[config.mk]
export PLATFORM = sky130hd
export DESIGN_NAME = two_channel_adc_moving_average_unit
export DESIGN_NICKNAME = d
export VERILOG_FILES = /design/src/hdl/tcma_pkg.sv /design/src/hdl/tcma_ring.sv /design/src/hdl/tcma_div.sv /design/src/hdl/two_channel_adc_moving_average_unit.sv
export SDC_FILE = /design/constraint.sdc
export NUM_CORES = 1
export LEC_CHECK = 0
export BUFFER_PORTS_ARGS = -buffer_cell sky130_fd_sc_hd__buf_4
export CAP_MARGIN = 20
export CORE_MARGIN = 2
export CORE_UTILIZATION = 40
export CTS_BUF_LIST = sky130_fd_sc_hd__clkbuf_16
export CTS_CLUSTER_DIAMETER = 40
export DETAILED_ROUTE_END_ITERATION = 10
export PLACE_DENSITY = 0.56
export SYNTH_ARGS = -nofsm -noshare
export SYNTH_HDL_FRONTEND = slang
export SYNTH_HIERARCHICAL = 1
export SYNTH_SLANG_ARGS = --single-unit
[constraint.sdc]
create_clock -name clk -period 5.9 [get_ports clk]
set_input_delay 0.59 -clock clk [delete_from_list [all_inputs] [get_ports clk]]
set_output_delay 0.59 -clock clk [all_outputs]
set_load 0.02 [all_outputs]
[src/hdl/tcma_pkg.sv]
package tcma_pkg;

  // fixed field widths of the ports
  localparam int unsigned SAMPLE_W = 10;
  localparam int unsigned AVG_W    = 10;

  // channel codes
  localparam logic CH_A = 1'b0;
  localparam logic CH_B = 1'b1;

  // sequencer phases; the fourth code acts like init
  typedef enum logic [1:0] {
    PH_INIT = 2'd0,
    PH_A    = 2'd1,
    PH_B    = 2'd2
  } phase_t;

  // per-word control carried down the pipe
  typedef struct packed {
    logic taken;
    logic start;
    logic next_ch;
    logic ch;
  } ctl_t;

endpackage

[src/hdl/tcma_ring.sv]
module tcma_ring #(
  parameter int unsigned DEPTH = 16,
  parameter int unsigned SW    = 10,
  parameter int unsigned SUM_W = 14
) (
  input  logic             clk,
  input  logic             rst_n,
  input  logic             wr_en,
  input  logic [SW-1:0]    wr_sample,
  output logic [SUM_W-1:0] sum_new
);

  localparam int unsigned PW = $clog2(DEPTH);
  localparam logic [PW-1:0] LAST = PW'(DEPTH - 1);

  logic [SW-1:0]    mem [DEPTH];
  logic [SW-1:0]    rd_r;
  logic [PW-1:0]    pos_r, pos_nxt;
  logic             wrapped_r;
  logic [SUM_W-1:0] sum_r;
  logic [SW-1:0]    oldest;

  // position advance with wrap
  always_comb begin
    pos_nxt = pos_r;
    if (wr_en) begin
      pos_nxt = (pos_r == LAST) ? '0 : pos_r + PW'(1);
    end
  end

  // before the first wrap the slot is taken as zero; the memory itself has no reset
  assign oldest  = wrapped_r ? rd_r : '0;
  assign sum_new = sum_r + SUM_W'(wr_sample) - SUM_W'(oldest);

  // sample storage; prefetch the slot that the next write replaces
  always_ff @(posedge clk) begin
    if (wr_en) begin
      mem[pos_r] <= wr_sample;
    end
    rd_r <= mem[pos_nxt];
  end

  // position, wrap flag and window sum
  always_ff @(posedge clk) begin
    if (!rst_n) begin
      pos_r     <= '0;
      wrapped_r <= 1'b0;
      sum_r     <= '0;
    end else if (wr_en) begin
      pos_r <= pos_nxt;
      sum_r <= sum_new;
      if (pos_r == LAST) begin
        wrapped_r <= 1'b1;
      end
    end
  end

endmodule

[src/hdl/tcma_div.sv]
module tcma_div #(
  parameter int unsigned DEPTH = 16,
  parameter int unsigned SUM_W = 14,
  parameter int unsigned QW    = 10
) (
  input  logic [SUM_W-1:0] sum,
  output logic [QW-1:0]    quot
);

  // floor(sum / DEPTH) as a multiply by a rounded-up reciprocal,
  // exact for every SUM_W-bit dividend
  localparam int unsigned LOG_D = $clog2(DEPTH);
  localparam int unsigned SHIFT = SUM_W + LOG_D;
  localparam int unsigned MW    = SUM_W + 1;
  localparam int unsigned PRW   = SUM_W + MW;
  localparam longint unsigned RECIP = ((64'd1 << SHIFT) + DEPTH - 1) / DEPTH;

  logic [PRW-1:0] prod;

  assign prod = PRW'(sum) * PRW'(MW'(RECIP));
  assign quot = prod[SHIFT +: QW];

endmodule

[src/hdl/two_channel_adc_moving_average_unit.sv]
// Channel  Handshake            Word
// in       in_valid/in_ready    in_data_ready, in_sample
// out      out_valid/out_ready  out_sample_taken, out_start_conversion,
//                               out_next_channel, out_average_a, out_average_b
//
// One word per cycle sustained while the output is not stalled; a result passes from
// stage 1 (ring update at the accepting edge) through the divide into the output register.
// Each channel's ring prefetches the slot it replaces next, so alternating words never wait.
// Reset is synchronous and clears phase, positions, sums and averages at once;
// a per-channel wrap flag stands in for clearing the rings, so no sweep.
// A stalled output holds its word; in_ready falls only when both stages are full.
module two_channel_adc_moving_average_unit #(
  parameter int unsigned DEPTH       = 16,
  parameter int unsigned SAMPLE_BITS = 10
) (
  input  logic                            clk,
  input  logic                            rst_n,
  input  logic                            in_valid,
  output logic                            in_ready,
  input  logic                            in_data_ready,
  input  logic [tcma_pkg::SAMPLE_W-1:0]   in_sample,
  output logic                            out_valid,
  input  logic                            out_ready,
  output logic                            out_sample_taken,
  output logic                            out_start_conversion,
  output logic                            out_next_channel,
  output logic [tcma_pkg::AVG_W-1:0]      out_average_a,
  output logic [tcma_pkg::AVG_W-1:0]      out_average_b
);

  localparam int unsigned SW = (SAMPLE_BITS < tcma_pkg::SAMPLE_W) ?
                               SAMPLE_BITS : tcma_pkg::SAMPLE_W;
  localparam int unsigned SUM_W = SW + $clog2(DEPTH);

  tcma_pkg::phase_t phase_r, phase_nxt;
  tcma_pkg::ctl_t   ctl, s1_ctl_r;
  logic             s1_valid_r, s1_adv, in_acc;
  logic [SUM_W-1:0] s1_sum_r, sum_new_a, sum_new_b;
  logic [SW-1:0]    smp, quot;
  logic             wr_a, wr_b;

  logic                       out_valid_r, out_taken_r, out_start_r, out_next_r;
  logic [tcma_pkg::AVG_W-1:0] avg_a_r, avg_b_r;

  // handshake
  assign s1_adv   = s1_valid_r && (!out_valid_r || out_ready);
  assign in_ready = !s1_valid_r || s1_adv;
  assign in_acc   = in_valid && in_ready;

  // phase sequencer: next state
  always_comb begin
    unique case (phase_r)
      tcma_pkg::PH_A: phase_nxt = tcma_pkg::PH_B;
      tcma_pkg::PH_B: phase_nxt = tcma_pkg::PH_A;
      default:        phase_nxt = tcma_pkg::PH_A;
    endcase
  end

  // phase sequencer: word control
  always_comb begin
    ctl = '0;
    unique case (phase_r)
      tcma_pkg::PH_A: begin
        ctl.taken   = in_data_ready;
        ctl.start   = 1'b1;
        ctl.next_ch = tcma_pkg::CH_B;
        ctl.ch      = tcma_pkg::CH_A;
      end
      tcma_pkg::PH_B: begin
        ctl.taken   = in_data_ready;
        ctl.start   = 1'b1;
        ctl.next_ch = tcma_pkg::CH_A;
        ctl.ch      = tcma_pkg::CH_B;
      end
      default: ctl = '0;
    endcase
  end

  always_ff @(posedge clk) begin
    if (!rst_n) begin
      phase_r <= tcma_pkg::PH_INIT;
    end else if (in_acc) begin
      phase_r <= phase_nxt;
    end
  end

  // ring writes
  assign smp  = in_sample[SW-1:0];
  assign wr_a = in_acc && ctl.taken && (ctl.ch == tcma_pkg::CH_A);
  assign wr_b = in_acc && ctl.taken && (ctl.ch == tcma_pkg::CH_B);

  tcma_ring #(.DEPTH(DEPTH), .SW(SW), .SUM_W(SUM_W)) u_ring_a (
    .clk       (clk),
    .rst_n     (rst_n),
    .wr_en     (wr_a),
    .wr_sample (smp),
    .sum_new   (sum_new_a)
  );

  tcma_ring #(.DEPTH(DEPTH), .SW(SW), .SUM_W(SUM_W)) u_ring_b (
    .clk       (clk),
    .rst_n     (rst_n),
    .wr_en     (wr_b),
    .wr_sample (smp),
    .sum_new   (sum_new_b)
  );

  // stage 1: control and updated sum
  always_ff @(posedge clk) begin
    if (!rst_n) begin
      s1_valid_r <= 1'b0;
    end else if (in_ready) begin
      s1_valid_r <= in_valid;
    end
  end

  always_ff @(posedge clk) begin
    if (in_acc) begin
      s1_ctl_r <= ctl;
      s1_sum_r <= (ctl.ch == tcma_pkg::CH_B) ? sum_new_b : sum_new_a;
    end
  end

  tcma_div #(.DEPTH(DEPTH), .SUM_W(SUM_W), .QW(SW)) u_div (
    .sum  (s1_sum_r),
    .quot (quot)
  );

  // stage 2: output register and channel averages
  always_ff @(posedge clk) begin
    if (!rst_n) begin
      out_valid_r <= 1'b0;
      avg_a_r     <= '0;
      avg_b_r     <= '0;
    end else begin
      if (s1_adv) begin
        out_valid_r <= 1'b1;
        if (s1_ctl_r.taken && (s1_ctl_r.ch == tcma_pkg::CH_A)) begin
          avg_a_r <= tcma_pkg::AVG_W'(quot);
        end
        if (s1_ctl_r.taken && (s1_ctl_r.ch == tcma_pkg::CH_B)) begin
          avg_b_r <= tcma_pkg::AVG_W'(quot);
        end
      end else if (out_ready) begin
        out_valid_r <= 1'b0;
      end
    end
  end

  always_ff @(posedge clk) begin
    if (s1_adv) begin
      out_taken_r <= s1_ctl_r.taken;
      out_start_r <= s1_ctl_r.start;
      out_next_r  <= s1_ctl_r.next_ch;
    end
  end

  assign out_valid            = out_valid_r;
  assign out_sample_taken     = out_taken_r;
  assign out_start_conversion = out_start_r;
  assign out_next_channel     = out_next_r;
  assign out_average_a        = avg_a_r;
  assign out_average_b        = avg_b_r;

  // checks
  a_avg_hold: assert property (@(posedge clk) disable iff (!rst_n)
    (out_valid_r && !out_ready) |=> ($stable(avg_a_r) && $stable(avg_b_r)))
    else $error("averages changed under a stalled word");

  a_phase_a_to_b: assert property (@(posedge clk) disable iff (!rst_n)
    (in_acc && (phase_r == tcma_pkg::PH_A)) |=> (phase_r == tcma_pkg::PH_B))
    else $error("phase did not move from A to B");

  a_ready_when_free: assert property (@(posedge clk) disable iff (!rst_n)
    !out_valid_r |-> in_ready)
    else $error("input stalled while output stage empty");

endmodule
==> out/metrics.yaml <==
cts.root.buffer_cell: "clkbuf_16"
grt_pass1_wl_um: 60920
path_class: "flop to flop"
syn-mean-instance-area_um2: 15.38
critPathCaptureType: "flop"
drc: 0
dpl.hpwl_um: 23730
totalPowerFinal_mw: 6.873
slew_viol_final: 0
wirelength_um: 39320
portBuffers: 39
cts_buffer_depth: 3
h-tree-depth: 2
core_area_mm2: 0.04528
met1_length_um: 17920
clock-skew-final_ns: 0.01607
hold_viol: 0
syn_nets: 1265
drv_cap: 0
leakagePower_nw: 7.426
postCtsResizedCells: 0
peakVddDrop_uv: 196.8
synthesis.area_mm2: 0.01831
min-delay-start: "in_valid"
pin_count: 40
yosys_warnings: 6
antenna_cells: 0
min_period_ns: 3.700
crit_chain: "inv_1 -> ha_1 -> o21a_1 -> and3b_1 -> buf_4 -> mux2i_4 -> buf_12 -> mux4_2 -> o22ai_1 -> nor2_1"
cts_hold_buf: 0
met2_length_um: 18640
fmax_ghz: 0.2703
slowest_stage: "mux2i_4"
ant_nets: 0
cp_slowest_stage_delay_ns: 0.76
rows: 78
clk_pin_slew_worst_paths_ns: 0.05
setup_viol: 0
clk_latency_ns: 0.59
timing.rr.start: "phase_r[0]"
cts_buffers: 56
drive_above_1_share: 0.2000
period_share: 0.6271
finalSetupTns_ns: 0
place.gp.congestion: 0.7387
cp_max_fo: 35
grt_pass1_vias: 10116
cts_tree: "yes"
synthCells: 1191
slew_headroom: 0.2895
wire_per_inst_um: 20.80
die_w_um: 218.0
post_cts_buffers: 0
regArea_mm2: 0.01176
grt_usage: 0.1705
drt_iter0_markers: 783
highest_layer: "met4"
die-area_mm2: 0.04751
nets: 1318
arrival_ns: 4.17
startpoint: "phase_r[0]"
hold_path_class: "primary input to flop"
worstMarginPinSlew_ns: 1.060
viasPerCell: 5.266
antenna_found_initial: 1
cp.required_ns: 6.37
multi_input_area_mm2: 0.005854
crit_buf_inv: 3
outcome: "finished, final reports clean"
grt_max_degree: 97
start_util: 0.4044
fill_cells: 3931
crit_family: "multiplexers"
startpoint_type: "flop"
area_delta_synth_final_pct: 14.77
overflow: 0
cts_sinks: 419
drt_pass1_iterations: 5
die_h_um: 218.0
vias: 9952
power.density_mw_per_mm2: 327.0
met3_length_um: 1980
rsz0062_at_grt: "no"
area by class of cell:
class                           instances  share of cell area
Clock buffer                           57             0.06786
Clock inverter                         47             0.01982
Inverter                               99             0.01768
Multi-Input combinational cell        613              0.2785
Sequential cell                       419              0.5596
Tap cell                              600             0.03572
Timing Repair Buffer                   55             0.02083
metrics by stage:
stage | cell area, um2 | worst slack (ns) | utilization | hold WS (ns) | cells
finish | 21020 | 2.200 | 0.4642 | 0.2511 | 1890
global route | 21020 | 1.920 | 0.4642 | 0.2324 | 1890
CTS | 21020 | 2.113 | 0.4642 | 0.2070 | 1890
detailed placement | 19180 | 1.973 | 0.4235 | 0.4499 | 1786
global placement | 19170 | 2.023 | 0.4233 | 0.4430 | 1785
floorplan | 18310 | 2.440 | - | 0.4003 | 1191
tightest hold or removal path, stage by stage:
cell and delay (ns):
buf_4 0.09, a21oi_1 0.03, nor2b_1 0.09
metal layers:
layer  vias up  global-route usage
li1       4599                   -
met1      5059              0.2323
met2       236              0.2792
met3        58             0.03054
met4         0             0.05170
met5         -                   0
power breakdown:
| group | internal [mW] | switching [mW] | total (mW) | leakage, nW |
|---|---|---|---|---|
| Clock | 1.97 | 1.32 | 3.29 | 0.943 |
| Sequential | 3.22 | 0.0134 | 3.24 | 3.71 |
| Combinational | 0.138 | 0.210 | 0.347 | 2.77 |
| Total | 5.33 | 1.55 | 6.87 | 7.43 |
sequential cells by signal, indices dropped and copies added (netlist names), 2 cells and up:
name            cells
u_ring_a/sum_r     14
u_ring_b/sum_r     14
u_ring_a/rd_r      10
u_ring_b/mem      160
phase_r             2
out_average_b      10
s1_sum_r           10
out_average_a      10
u_ring_b/rd_r      10
s1_ctl_r            4
u_ring_a/mem      160
u_ring_b/pos_r      4
u_ring_a/pos_r      4
final timing paths:
check / to / slack (ns) / depth (start not counted)
worst max-delay path: u_ring_a/rd_r[9] / 2.20 / 10
worst min-delay path: s1_valid_r / 0.25 / 3
worst max register to register: u_ring_a/rd_r[9] / 2.20 / 10
worst min register to register: out_average_a[9] / 0.46 / 2
placed cells by master, fill, tap and decap left out, drive strengths merged, types with 26 or more instances in the layout:
master,count
and2,38
buf,55
clkbuf,57
dfxtp,82
edfxtp,337
ha,39
inv,123
mux2i,42
mux4,80
nand2,61
nor2,40
nor2b,26
o22ai,42
Note: power is estimated with default switching activity, not from simulation.
